<file path="src/rtl/snor_pkg.sv">
// ----------------------------------------------------------------------------
// snor_pkg
// Shared types and constants of the nearest-obstacle repulsion block.
// ----------------------------------------------------------------------------
package snor_pkg;

  localparam int unsigned TableLen = 24;
  localparam int unsigned RangeW   = 16;
  localparam int unsigned AngW     = 16;

  localparam logic [1:0] RegAngleStart = 2'd0;
  localparam logic [1:0] RegAngleStep  = 2'd1;
  localparam logic [1:0] RegNearThr    = 2'd2;

  localparam logic signed [33:0] KinvQ30 = 34'sd652032874;

  // Scan summary handed from the front part to the back part
  typedef struct packed {
    logic              near;
    logic [RangeW-1:0] range;
    logic [AngW-1:0]   angle;
  } scan_sum_t;

  function automatic logic [31:0] atan_turn(input logic [4:0] i);
    logic [31:0] r;
    unique case (i)
      5'd0: r = 32'd536870912;   5'd1: r = 32'd316933406;
      5'd2: r = 32'd167458907;   5'd3: r = 32'd85004756;
      5'd4: r = 32'd42667331;    5'd5: r = 32'd21354465;
      5'd6: r = 32'd10680862;    5'd7: r = 32'd5340245;
      5'd8: r = 32'd2670163;     5'd9: r = 32'd1335087;
      5'd10: r = 32'd667544;     5'd11: r = 32'd333772;
      5'd12: r = 32'd166886;     5'd13: r = 32'd83443;
      5'd14: r = 32'd41722;      5'd15: r = 32'd20861;
      5'd16: r = 32'd10430;      5'd17: r = 32'd5215;
      5'd18: r = 32'd2608;       5'd19: r = 32'd1304;
      5'd20: r = 32'd652;        5'd21: r = 32'd326;
      5'd22: r = 32'd163;        5'd23: r = 32'd81;
      default: r = 32'd0;
    endcase
    return r;
  endfunction

endpackage

</file>
<file path="src/rtl/snor_front.sv">
// ----------------------------------------------------------------------------
// snor_front
// Running minimum over scan samples; emits one scan summary per scan.
// ----------------------------------------------------------------------------
module snor_front import snor_pkg::*; #(
  parameter int unsigned IdxW       = 11,
  parameter int unsigned MaxSamples = 2048
) (
  input  logic              clk_i,
  input  logic              rst_ni,
  input  logic              in_valid_i,
  output logic              in_ready_o,
  input  logic [RangeW-1:0] range_sample_i,
  input  logic              last_sample_i,
  input  logic [AngW-1:0]   angle_start_i,
  input  logic [AngW-1:0]   angle_step_i,
  input  logic [RangeW-1:0] near_threshold_i,
  output logic              sum_valid_o,
  input  logic              sum_ready_i,
  output scan_sum_t         sum_o
);

  localparam logic [IdxW-1:0] IdxMax = IdxW'(MaxSamples - 1);

  logic [RangeW-1:0] best_q, best_d, cur_best;
  logic [IdxW-1:0]   bidx_q, bidx_d, cur_idx, sidx_q, sidx_d;
  logic              calc_q;       // angle-multiply step, set once the last sample is taken
  logic [RangeW-1:0] crange_q;
  logic [IdxW-1:0]   cidx_q;
  logic              cnear_q;
  logic [AngW-1:0]   prod;
  logic              take;

  // one scan finishing at a time; stall while summary pending
  assign in_ready_o = !calc_q && !sum_valid_o;
  assign take       = in_valid_i && in_ready_o;

  always_comb begin
    if (range_sample_i < best_q) begin
      cur_best = range_sample_i;
      cur_idx  = sidx_q;
    end else begin
      cur_best = best_q;
      cur_idx  = bidx_q;
    end
    best_d = best_q;
    bidx_d = bidx_q;
    sidx_d = sidx_q;
    if (take) begin
      if (last_sample_i) begin
        best_d = {RangeW{1'b1}};
        bidx_d = '0;
        sidx_d = '0;
      end else begin
        best_d = cur_best;
        bidx_d = cur_idx;
        sidx_d = (sidx_q == IdxMax) ? sidx_q : sidx_q + 1'b1;
      end
    end
  end

  // angle = start + step * index, wrapping to 16 bits
  assign prod = AngW'(angle_start_i + AngW'(angle_step_i * AngW'(cidx_q)));

  always_ff @(posedge clk_i or negedge rst_ni) begin
    if (!rst_ni) begin
      best_q      <= {RangeW{1'b1}};
      bidx_q      <= '0;
      sidx_q      <= '0;
      calc_q      <= 1'b0;
      sum_valid_o <= 1'b0;
    end else begin
      best_q <= best_d;
      bidx_q <= bidx_d;
      sidx_q <= sidx_d;
      calc_q <= take && last_sample_i;
      if (calc_q) sum_valid_o <= 1'b1;
      else if (sum_ready_i) sum_valid_o <= 1'b0;
    end
  end

  always_ff @(posedge clk_i) begin
    if (take && last_sample_i) begin
      crange_q <= cur_best;
      cidx_q   <= cur_idx;
      cnear_q  <= cur_best < near_threshold_i;
    end
    if (calc_q) begin
      sum_o.near  <= cnear_q;
      sum_o.range <= crange_q;
      sum_o.angle <= prod;
    end
  end

endmodule

</file>
<file path="src/rtl/snor_back.sv">
// ----------------------------------------------------------------------------
// snor_back
// Iterative CORDIC and serial divide turn one near scan summary into a vector.
// ----------------------------------------------------------------------------
module snor_back import snor_pkg::*; #(
  parameter int unsigned Steps = 16
) (
  input  logic                     clk_i,
  input  logic                     rst_ni,
  input  logic                     sum_valid_i,
  output logic                     sum_ready_o,
  input  scan_sum_t                sum_i,
  output logic                     out_valid_o,
  input  logic                     out_ready_i,
  output logic                     obstacle_seen_o,
  output logic signed [15:0]       push_x_o,
  output logic signed [15:0]       push_y_o
);

  localparam int unsigned NSteps = (Steps > TableLen) ? TableLen : Steps;
  localparam logic [4:0]  LastStep = 5'(NSteps - 1);
  localparam logic [2:0] StIdle = 3'd0, StRot = 3'd1, StDivX = 3'd2,
                         StDivY = 3'd3, StOut = 3'd4;

  logic [2:0]               st_q;
  logic [4:0]               it_q;
  logic signed [33:0]       x_q, y_q, z_q;
  logic                     flip_q, near_q;
  logic [RangeW-1:0]        rng_q;
  // divider: magnitude / (range*4096), rounded; quotient register 33 bits wide
  logic [5:0]               dcnt_q;
  logic [33:0]              rem_q;
  logic [32:0]              quo_q;
  logic [33:0]              num_q;
  logic                     neg_q, zero_q;
  logic signed [15:0]       px_q, py_q;
  logic [31:0]              a32;
  logic signed [33:0]       dx, dy, at, comp, cx, cy;
  logic [33:0]              mag, den, trial;
  logic [33:0]              rem_sh;
  logic signed [15:0]       sat;
  logic [32:0]              qr;

  assign sum_ready_o = (st_q == StIdle);
  assign out_valid_o = (st_q == StOut);
  assign obstacle_seen_o = near_q;
  assign push_x_o = px_q;
  assign push_y_o = py_q;

  assign a32 = {sum_i.angle, 16'h0};
  assign dx  = y_q >>> it_q;
  assign dy  = x_q >>> it_q;
  assign at  = $signed({2'b00, atan_turn(it_q)});
  assign cx  = flip_q ? -x_q : x_q;
  assign cy  = flip_q ? -y_q : y_q;
  assign comp = (st_q == StDivX) ? cx : cy;
  assign mag  = comp[33] ? 34'(-comp) : 34'(comp);
  // numerator is doubled magnitude plus divisor; 33 steps drop its last
  // bit, so the quotient is (mag + d/2) / d, rounding half up
  assign den    = {6'd0, rng_q, 12'd0};
  assign rem_sh = {rem_q[32:0], num_q[33]};
  assign trial  = rem_sh - den;
  assign qr     = {quo_q[31:0], !trial[33]};

  always_comb begin
    if (zero_q) sat = comp[33] ? -16'sd32768 : ((mag == '0) ? 16'sd0 : 16'sd32767);
    else if (quo_q > 33'd32767) sat = neg_q ? -16'sd32768 : 16'sd32767;
    else sat = neg_q ? -$signed(quo_q[15:0]) : $signed(quo_q[15:0]);
  end

  always_ff @(posedge clk_i or negedge rst_ni) begin
    if (!rst_ni) begin
      st_q   <= StIdle;
      it_q   <= '0;
      dcnt_q <= '0;
    end else begin
      unique case (st_q)
        StIdle: if (sum_valid_i) begin
          st_q <= sum_i.near ? StRot : StOut;
          it_q <= '0;
        end
        StRot: if (it_q == LastStep) begin
          st_q <= StDivX;
          dcnt_q <= '0;
        end else it_q <= it_q + 5'd1;
        StDivX: if (zero_q || dcnt_q == 6'd34) begin
          st_q <= StDivY;
          dcnt_q <= '0;
        end else dcnt_q <= dcnt_q + 6'd1;
        StDivY: if (zero_q || dcnt_q == 6'd34) st_q <= StOut;
          else dcnt_q <= dcnt_q + 6'd1;
        StOut: if (out_ready_i) st_q <= StIdle;
        default: st_q <= StIdle;
      endcase
    end
  end

  always_ff @(posedge clk_i) begin
    unique case (st_q)
      StIdle: if (sum_valid_i) begin
        logic [31:0] u;
        u = a32;
        flip_q <= (a32 >= 32'h4000_0000) && (a32 < 32'hC000_0000);
        if ((a32 >= 32'h4000_0000) && (a32 < 32'hC000_0000)) u = a32 + 32'h8000_0000;
        z_q    <= 34'($signed(u));
        x_q    <= KinvQ30;
        y_q    <= '0;
        near_q <= sum_i.near;
        rng_q  <= sum_i.range;
        zero_q <= (sum_i.range == '0);
        px_q   <= '0;
        py_q   <= '0;
      end
      StRot: begin
        if (!z_q[33]) begin
          x_q <= x_q - dx; y_q <= y_q + dy; z_q <= z_q - at;
        end else begin
          x_q <= x_q + dx; y_q <= y_q - dy; z_q <= z_q + at;
        end
      end
      StDivX, StDivY: begin
        // zero range saturates at once from the sign of the component
        if (zero_q || dcnt_q == 6'd34) begin
          if (st_q == StDivX) px_q <= sat; else py_q <= sat;
        end else if (dcnt_q == 6'd0) begin
          neg_q <= comp[33];
          num_q <= {mag[32:0], 1'b0} + den;
          rem_q <= '0;
          quo_q <= '0;
        end else begin
          num_q <= {num_q[32:0], 1'b0};
          rem_q <= trial[33] ? rem_sh : trial;
          quo_q <= qr;
        end
      end
      default: ;
    endcase
  end

endmodule

</file>
<file path="src/rtl/scan_nearest_obstacle_repulsion.sv">
// Result path: last sample, front-end angle step and summary, CORDIC rotation,
// X and Y divides, output; zero range saturates, no obstacle skips to output.
// Throughput: one sample per cycle; the last sample of a scan stalls input
// while its summary forms and until the back end takes it.
// Reset: asynchronous active low; configuration registers return to 0, 182, 1024.
// ----------------------------------------------------------------------------
// scan_nearest_obstacle_repulsion
// Top level: config registers, minimum-tracking front, vector back end.
// ----------------------------------------------------------------------------
module scan_nearest_obstacle_repulsion import snor_pkg::*; #(
  parameter int unsigned MAX_SAMPLES  = 2048,
  parameter int unsigned CORDIC_STEPS = 16
) (
  input  logic               clk_i,
  input  logic               rst_ni,
  input  logic               cfg_valid_i,
  output logic               cfg_ready_o,
  input  logic [1:0]         cfg_index_i,
  input  logic [15:0]        cfg_data_i,
  input  logic               in_valid_i,
  output logic               in_ready_o,
  input  logic [15:0]        range_sample_i,
  input  logic               last_sample_i,
  output logic               out_valid_o,
  input  logic               out_ready_i,
  output logic               obstacle_seen_o,
  output logic signed [15:0] push_x_o,
  output logic signed [15:0] push_y_o
);

  localparam int unsigned IdxW = (MAX_SAMPLES > 1) ? $clog2(MAX_SAMPLES) : 1;

  logic [15:0] start_q, step_q, thr_q;
  logic        sum_valid, sum_ready;
  scan_sum_t   sum;

  assign cfg_ready_o = 1'b1;

  // configuration registers
  always_ff @(posedge clk_i or negedge rst_ni) begin
    if (!rst_ni) begin
      start_q <= 16'd0;
      step_q  <= 16'd182;
      thr_q   <= 16'd1024;
    end else if (cfg_valid_i) begin
      unique case (cfg_index_i)
        RegAngleStart: start_q <= cfg_data_i;
        RegAngleStep:  step_q  <= cfg_data_i;
        RegNearThr:    thr_q   <= cfg_data_i;
        default: ;
      endcase
    end
  end

  snor_front #(.IdxW(IdxW), .MaxSamples(MAX_SAMPLES)) u_front (
    .clk_i, .rst_ni, .in_valid_i, .in_ready_o, .range_sample_i, .last_sample_i,
    .angle_start_i(start_q), .angle_step_i(step_q), .near_threshold_i(thr_q),
    .sum_valid_o(sum_valid), .sum_ready_i(sum_ready), .sum_o(sum)
  );

  snor_back #(.Steps(CORDIC_STEPS)) u_back (
    .clk_i, .rst_ni, .sum_valid_i(sum_valid), .sum_ready_o(sum_ready), .sum_i(sum),
    .out_valid_o, .out_ready_i, .obstacle_seen_o, .push_x_o, .push_y_o
  );

endmodule

</file>
<file path="config.mk">
export PLATFORM = sky130hd
export DESIGN_NAME = scan_nearest_obstacle_repulsion
export DESIGN_NICKNAME = d
export VERILOG_FILES = /design/src/rtl/snor_pkg.sv /design/src/rtl/snor_front.sv /design/src/rtl/snor_back.sv /design/src/rtl/scan_nearest_obstacle_repulsion.sv
export SDC_FILE = /design/constraint.sdc
export NUM_CORES = 2
export LEC_CHECK = 0
export BUFFER_PORTS_ARGS = -buffer_cell sky130_fd_sc_hd__buf_2
export CAP_MARGIN = 20
export CORE_MARGIN = 3
export CORE_UTILIZATION = 65
export DETAILED_ROUTE_END_ITERATION = 6
export PLACE_DENSITY = 0.82
export SYNTH_ARGS = -nofsm -noshare
export SYNTH_HDL_FRONTEND = slang
export SYNTH_SLANG_ARGS = --single-unit
</file>
<file path="constraint.sdc">
create_clock -name clk_i -period 13.1 [get_ports clk_i]
set_input_delay 0.655 -clock clk_i [delete_from_list [all_inputs] [get_ports clk_i]]
set_output_delay 0.655 -clock clk_i [all_outputs]
set_load 0.01 [all_outputs]
</file>
Yosys cells after proc, flatten, opt, wreduce, memory -nomap -nowiden

Memories as Yosys holds them, arrays and structs flattened.
Cells that the tools add are included.
W data, S select, Z words.

Flip-flop bits (word level): 417
Bits in read-only memories: 960
Input port bits: 40
Output and inout port bits: 36
Logic and storage cells: 160
Memories kept: 1

Memory list:

| name            | words | bits a word | read ports | clocked after Yosys merged registers in | wr ports | line           | text |
|---|---|---|---|---|---|---|---|
| (no name shown) | 32    | 30          | 1          | 0                                       | 0        | snor_pkg.sv:26 | `unique case (i)` |

$add $sub $neg: 17
Multiply operators: 1
$lt $le $gt $ge: 5
Eq/ne operators: 20
Shifts and indexed selects: 2
Muxes and demuxes: 51
Bitwise gates (word level): 1
Reduce and logical (&&, ||, !) cells: 31

Operator list:

| operator                 | count |
|---|---|
| $mux W34                 | 11 |
| $pmux W34 S2             | 3 |
| $mux W16                 | 12 |
| $neg A34 Y34             | 3 |
| $add A34 B34 Y34         | 2 |
| $sshr A34 B5 Y34         | 2 |
| $sub A34 B34 Y34         | 2 |
| $pmux W16 S2             | 2 |
| $mux W11                 | 4 |
| $add A34 B28 Y34         | 1 |
| $add A34 B33 Y34         | 1 |
| $logic_not A34 Y1        | 1 |
| $sub A34 B28 Y34         | 1 |
| $sub A34 B33 Y34         | 1 |
| $gt A33 B15 Y1 const B   | 1 |
| $mux W33                 | 1 |
| $add A32 B32 Y32 const B | 1 |
| $ge A32 B31 Y1 const B   | 1 |
| $lt A16 B16 Y1           | 2 |
| $lt A32 B32 Y1 const B   | 1 |
| $mux W32                 | 1 |
| $mux W3                  | 6 |
| $mux W6                  | 3 |
| $pmux W6 S3              | 1 |
| 36 further kinds         | 64 |

Longest topological paths before layout

Word-level depth: 12
Mapped depth: 33
Gate-level depth less buffers: 27

Modules after synthesis

From an unflattened synthesis, not the netlist that was laid out.

Cell total of the unflattened synthesis: 3993
Area total of the unflattened synthesis: 37652.4 um^2

Modules (own cells, without submodules):

| module                          | times used | cells each | area each (um^2) | seq. area each (um^2) |
|---|---|---|---|---|
| snor_back                       | 1          | 3071       | 27293.7          | 7947.6 |
| snor_front                      | 1          | 818        | 8524.4           | 2852.7 |
| scan_nearest_obstacle_repulsion | 1          | 104        | 1834.3           | 1208.7 |

Worst setup path after synthesis

OpenSTA, ideal clock, no wires.

Path kind: flip-flop to flip-flop
From: register u_back.it_q[0]
To: register u_back.z_q[32], data pin
Setup time: 0.267 ns
Arrival: 7.118 ns
Setup slack: 5.714 ns
Stages on the path, launching flop included: 32
Path buffers: 8
Cell sequence: dfrtp_1 buf_2 buf_2 clkbuf_1 buf_2 buf_2 buf_2 inv_1 ha_1 clkbuf_1 mux4_2 a22oi_1 ha_1 inv_1 or3_1 nor2_1 or2_2 clkbuf_1 xnor2_1 ha_1 or2_2 a21o_1 a41oi_1 o211ai_1 a31oi_1 a2111oi_0 a2111o_1 a21o_1 a21oi_1 o21ai_0 xnor2_1 o21ai_0

Longest elaborated chain between the ends: 4

RTL lines:

| element                                              | line                               | text |
|---|---|---|
| start: declaration                                   | snor_back.sv:26                    | `logic [4:0] it_q;` |
| start signal: assignment                             | snor_back.sv:85                    | `end else it_q <= it_q + 5'd1;` |
| $mem_v2 Z32 W30 *                                    | --                                 |  |
| $sub A34 B33 Y34 or $add A34 B33 Y34 (tied branches) | snor_back.sv:116, snor_back.sv:118 |  |
| $mux W34 *                                           | snor_back.sv:115                   | `if (!z_q[33]) begin` |
| $pmux W34 S2 *                                       | snor_back.sv:99                    | `unique case (st_q)` |
| end signal: assignment                               | snor_back.sv:105                   | `z_q <= 34'($signed(u));` |
| end signal: assignment                               | snor_back.sv:116                   | `x_q <= x_q - dx; y_q <= y_q + dy; z_q <= z_q - at;` |
| end signal: assignment                               | snor_back.sv:118                   | `x_q <= x_q + dx; y_q <= y_q - dy; z_q <= z_q + at;` |
| end: declaration                                     | snor_back.sv:27                    | `logic signed [33:0] x_q, y_q, z_q;` |

Mark *: on every way between the ends. The rest lies on a longest branch, timed or not.
A chain may end at the register's enable or synchronous reset.

Worst setup path in the final report

From: register u_back.it_q[0]
To: register u_back.x_q[32], data pin

Longest elaborated chain between the ends: 4

RTL lines:

| element                                              | line                               | text |
|---|---|---|
| $sshr A34 B5 Y34 *                                   | snor_back.sv:51                    | `assign dx = y_q >>> it_q;` |
| $sub A34 B34 Y34 or $add A34 B34 Y34 (tied branches) | snor_back.sv:116, snor_back.sv:118 |  |
| $mux W34 *                                           | snor_back.sv:115                   |  |
| $pmux W34 S2 *                                       | snor_back.sv:99                    |  |
| end signal: assignment                               | snor_back.sv:106                   | `x_q <= KinvQ30;` |
| end signal: assignment                               | snor_back.sv:116                   |  |
| end signal: assignment                               | snor_back.sv:118                   |  |
| end: declaration                                     | snor_back.sv:27                    |  |

Marked as above.

==> qor.yml <==
final_layout:
  drive_gt1_share_pct: 11.64
  finish.utilization_pct: 70.52
  nNetsFinal: 4238
  multi_input_area_um2: 23230
  syn_to_final_growth_pct: 6.195
  regArea_um2: 12020
  nFillCells: 4214
setup_path:
  crit_fanout: 45
  slowest_stage: "dfrtp_4"
  cp.required_ns: 13.39
  worstReg2RegStart: "u_back.it_q[0]"
  worst_setup_path_end_kind: "flop"
  ff2ff_path_depth: 23
  cp_top_family: "compound AO/OA/AOI/OAI gates"
  worstPathCellList: "buf_4 -> mux4_2 -> mux2_2 -> o21ai_0 -> a21oi_1 -> nor3_1 -> nor3b_1 -> nor3b_1 -> nor2_1 -> xnor2_1 -> ha_1 -> and3_1 -> and3b_1 -> a211oi_1 -> a2bb2oi_1 -> o311a_1 -> o41ai_1 -> a2111oi_0 -> o31ai_1 -> a221o_1 -> a31oi_1 -> xor2_1 -> nor2_1"
  critPathBufInv: 1
  reg2reg_to: "u_back.x_q[32]"
  reg2reg_slack_ns: 5.08
  start_kind: "flop"
  worstSetupPathType: "reg2reg"
  cpPeakStageDelay_ns: 0.86
  crit_arrival_ns: 8.31
logic_synthesis:
  synth_seq_area_share_pct: 32.51
  synth_compound_area_share_pct: 15.53
  avgSynthCellArea_um2: 9.381
  ys_types: 97
  async_flop_share_pct: 24.52
  ys_seq_elements: 416
  synthSimpleGateAreaFrac_pct: 17.05
  synth_edf_count: 314
  synthXorXnorAreaFrac_pct: 7.631
  synthAdderAreaFrac_pct: 12.65
  synth_top_family_by_area: "simple AND/OR/NAND/NOR gates"
  synthMuxAreaShare_pct: 9.880
  synthCells: 3938
  yosys_warnings: 0
  syn-num-nets: 4295
  synthesis.area_um2: 36940
  synth_ff_type: "edfxtp_1"
route:
  met3_length_um: 9617
  met1_length_um: 38230
  ant_nets: 0
  wl_per_cell_um: 20.51
  routed_wl_um: 95750
  remaining_drc_errors: 1
  wl_met2_um: 43580
  via_per_inst: 6.486
  firstDrtPassIters: 7
  vias: 30284
  drtIter0Drc: 3157
  route.top_layer_used: "met5"
clocking:
  insertion_delay_ns: 0.61
  cts_resized: 0
  clockRootBuffer: "clkbuf_16"
  cts_setup_buffers: 0
  cts_tree: "built"
  clockBufferDepth: 3
  h-tree-depth: 2
  clkSinkCount: 416
  path_clk_slew_ns: 0.06
  cts_inserted_buffers: 46
global_route:
  grt_pass1_vias: 29148
  grt_pass1_wl_um: 154100
  grt_overflow: 0
  grt_max_degree: 108
  grt_usage_pct: 31.92
  antenna_found_initial: 0
run:
  drv_cap: 0
die:
  initial_core_util_pct: 66.40
  dieArea_um2: 59730
  die_y_um: 244.4
  rows: 86
  die_x_um: 244.4
  io_pins: 76
  core_area_um2: 55630
timing:
  setup_tns_ns: 0
  period_share_pct: 61.24
  setup_slack_ns: 5.077
  fin_crit_ns: 8.023
  rsz0062_at_grt: "false"
  max_freq_mhz: 124.6
  setup_viol: 0
  hold_violations: 0
  fin_skew_ns: 0.04560
  relSlewSlack_pct: 25.57
  worst_pin_slew_ns: 1.116
  maxSlewViolCount: 0
place:
  hpwl_um: 68250
  place_ws_ns: 5.212
  routabilityCongestion: 0.9671
  port_buffers: 74
min_path:
  min_from: "cfg_data_i[13]"
  whs_endpoint: "start_q[13]"
  worst_hold_path_type: "in2reg"
  holdPathStages: 3
run_status:
  status: "finished, violations left"
  violations: "design-rule violations"
==> worst max path at each step <==
stage,from,endpoint,slack (ns),cells past startpoint
finish,u_back.it_q[0],u_back.x_q[32],5.08,23
floorplan,u_back.it_q[0],u_back.z_q[32],5.71,31
global route,u_back.it_q[0],u_back.x_q[32],4.26,23
detailed placement,u_back.it_q[0],u_back.x_q[32],5.21,23
CTS,u_back.it_q[0],u_back.x_q[32],5.12,23
global placement,u_back.it_q[0],u_back.x_q[32],5.40,23
==> metal layers <==
layer	track usage, %	vias to the layer above
li1	-	14102
met1	43.30	14364
met2	51.02	1484
met3	6.053	330
met4	12.49	4
met5	0	-
==> cell type report <==
| cell class | instances | share of cell area [%] |
|---|---|---|
| Multi-Input combinational cell | 3068 | 59.21 |
| Sequential cell | 416 | 30.64 |
| Clock buffer | 59 | 3.135 |
| Tap cell | 748 | 2.386 |
| Inverter | 245 | 2.344 |
| Timing Repair Buffer | 104 | 1.582 |
| Clock inverter | 27 | 0.6857 |
| Antenna cell | 2 | 0.01276 |
==> sequential cells by signal, indices dropped and copies added (netlist names), 3 cells and up <==
name / count
u_back.z_q: 34
u_back.push_y_o: 16
u_back.rem_q: 33
u_front.sidx_q: 11
u_back.y_q: 34
u_front.sum_o: 33
u_front.bidx_q: 11
u_back.push_x_o: 16
u_front.crange_q: 16
u_back.st_q: 3
start_q: 16
u_back.x_q: 34
u_back.it_q: 5
u_back.rng_q: 16
step_q: 16
thr_q: 16
u_front.best_q: 16
u_front.cidx_q: 11
u_back.num_q: 33
u_back.dcnt_q: 6
u_back.quo_q: 33
==> cells in the mapped netlist, types with 23 or more instances <==
cell,n,share of area [%]
a211oi_1,29,0.59
a21o_1,63,1.3
a21oi_1,228,3.1
a31oi_1,57,0.97
and2_1,124,2.1
and3_1,31,0.53
buf_1,37,0.38
clkbuf_1,149,1.5
dfrtp_1,80,5.4
edfxtp_1,314,26
fa_1,94,5.1
ha_1,223,7.6
inv_1,243,2.5
mux2_2,83,2.5
mux2i_1,50,1.4
mux4_2,96,5.9
nand2_1,395,4.0
nand2b_1,46,0.78
nand3_1,62,0.84
nand4_1,33,0.56
nor2_1,338,3.4
nor3_1,80,1.1
nor4_1,23,0.39
o21a_1,26,0.53
o21ai_0,262,3.5
o31ai_1,23,0.47
o41ai_1,25,0.59
or3_1,40,0.68
xnor2_1,160,3.8
xor2_1,160,3.8
==> layout by cell type, fill, tap and decap left out, types with 31 or more instances in the layout <==
master,count
a21oi_1,226
and3_1,31
nand4_1,33
nand2_1,394
inv_1,241
o21ai_0,261
xnor2_1,160
buf_2,73
nand3_1,62
nor2_1,337
dfrtp_1,75
a31oi_1,57
clkbuf_16,46
ha_1,223
a21o_1,63
and2_1,124
nand2b_1,46
edfxtp_1,314
fa_1,94
or3_1,40
xor2_1,159
mux2_2,83
mux2i_1,50
nor3_1,80
mux4_2,96
==> through the flow <==
step,instance area (µm²),instances,hold slack [ns]
2_1_floorplan,36940,3938,0.3594
3_3_place_gp,37690,4579,0.4027
3_5_place_dp,37690,4579,0.4045
4_1_cts,39200,4666,0.2757
5_1_grt,39220,4667,0.3246
6_report,39230,4669,0.3014
==> logic make-up (layout without fill, tap and decap cells) <==
logic type | Yosys count | count (layout)
compound gates | 903 | 903
mux | 231 | 231
fa+ha+maj | 317 | 317
flops | 416 | 416
other cells | 1 | 3
simple gates | 1295 | 1295
xor+xnor | 321 | 321
buf+inv | 454 | 435
==> worst reg2reg max path: stages (launching register included) <==
cell and delay [ns]:
dfrtp_4 0.86, buf_4 0.64, mux4_2 0.66, mux2_2 0.28, o21ai_0 0.30, a21oi_1 0.23
nor3_1 0.35, nor3b_1 0.27, nor3b_1 0.48, nor2_1 0.11, xnor2_1 0.15, ha_1 0.35
and3_1 0.19, and3b_1 0.16, a211oi_1 0.26, a2bb2oi_1 0.21, o311a_1 0.21, o41ai_1 0.12
a2111oi_0 0.81, o31ai_1 0.26, a221o_1 0.40, a31oi_1 0.19, xor2_1 0.17, nor2_1 0.05
==> timing repair <==
action | 4_1_cts | 5_1_grt
endpoints found under the setup margin | 0 | 0
hold endpoints to repair | 25 | 0
hold buffers | 1 | 0
Power is left out: the tool's default activity adds up to more than one toggle a clock period on the data nets, which glitch-free logic cannot reach.
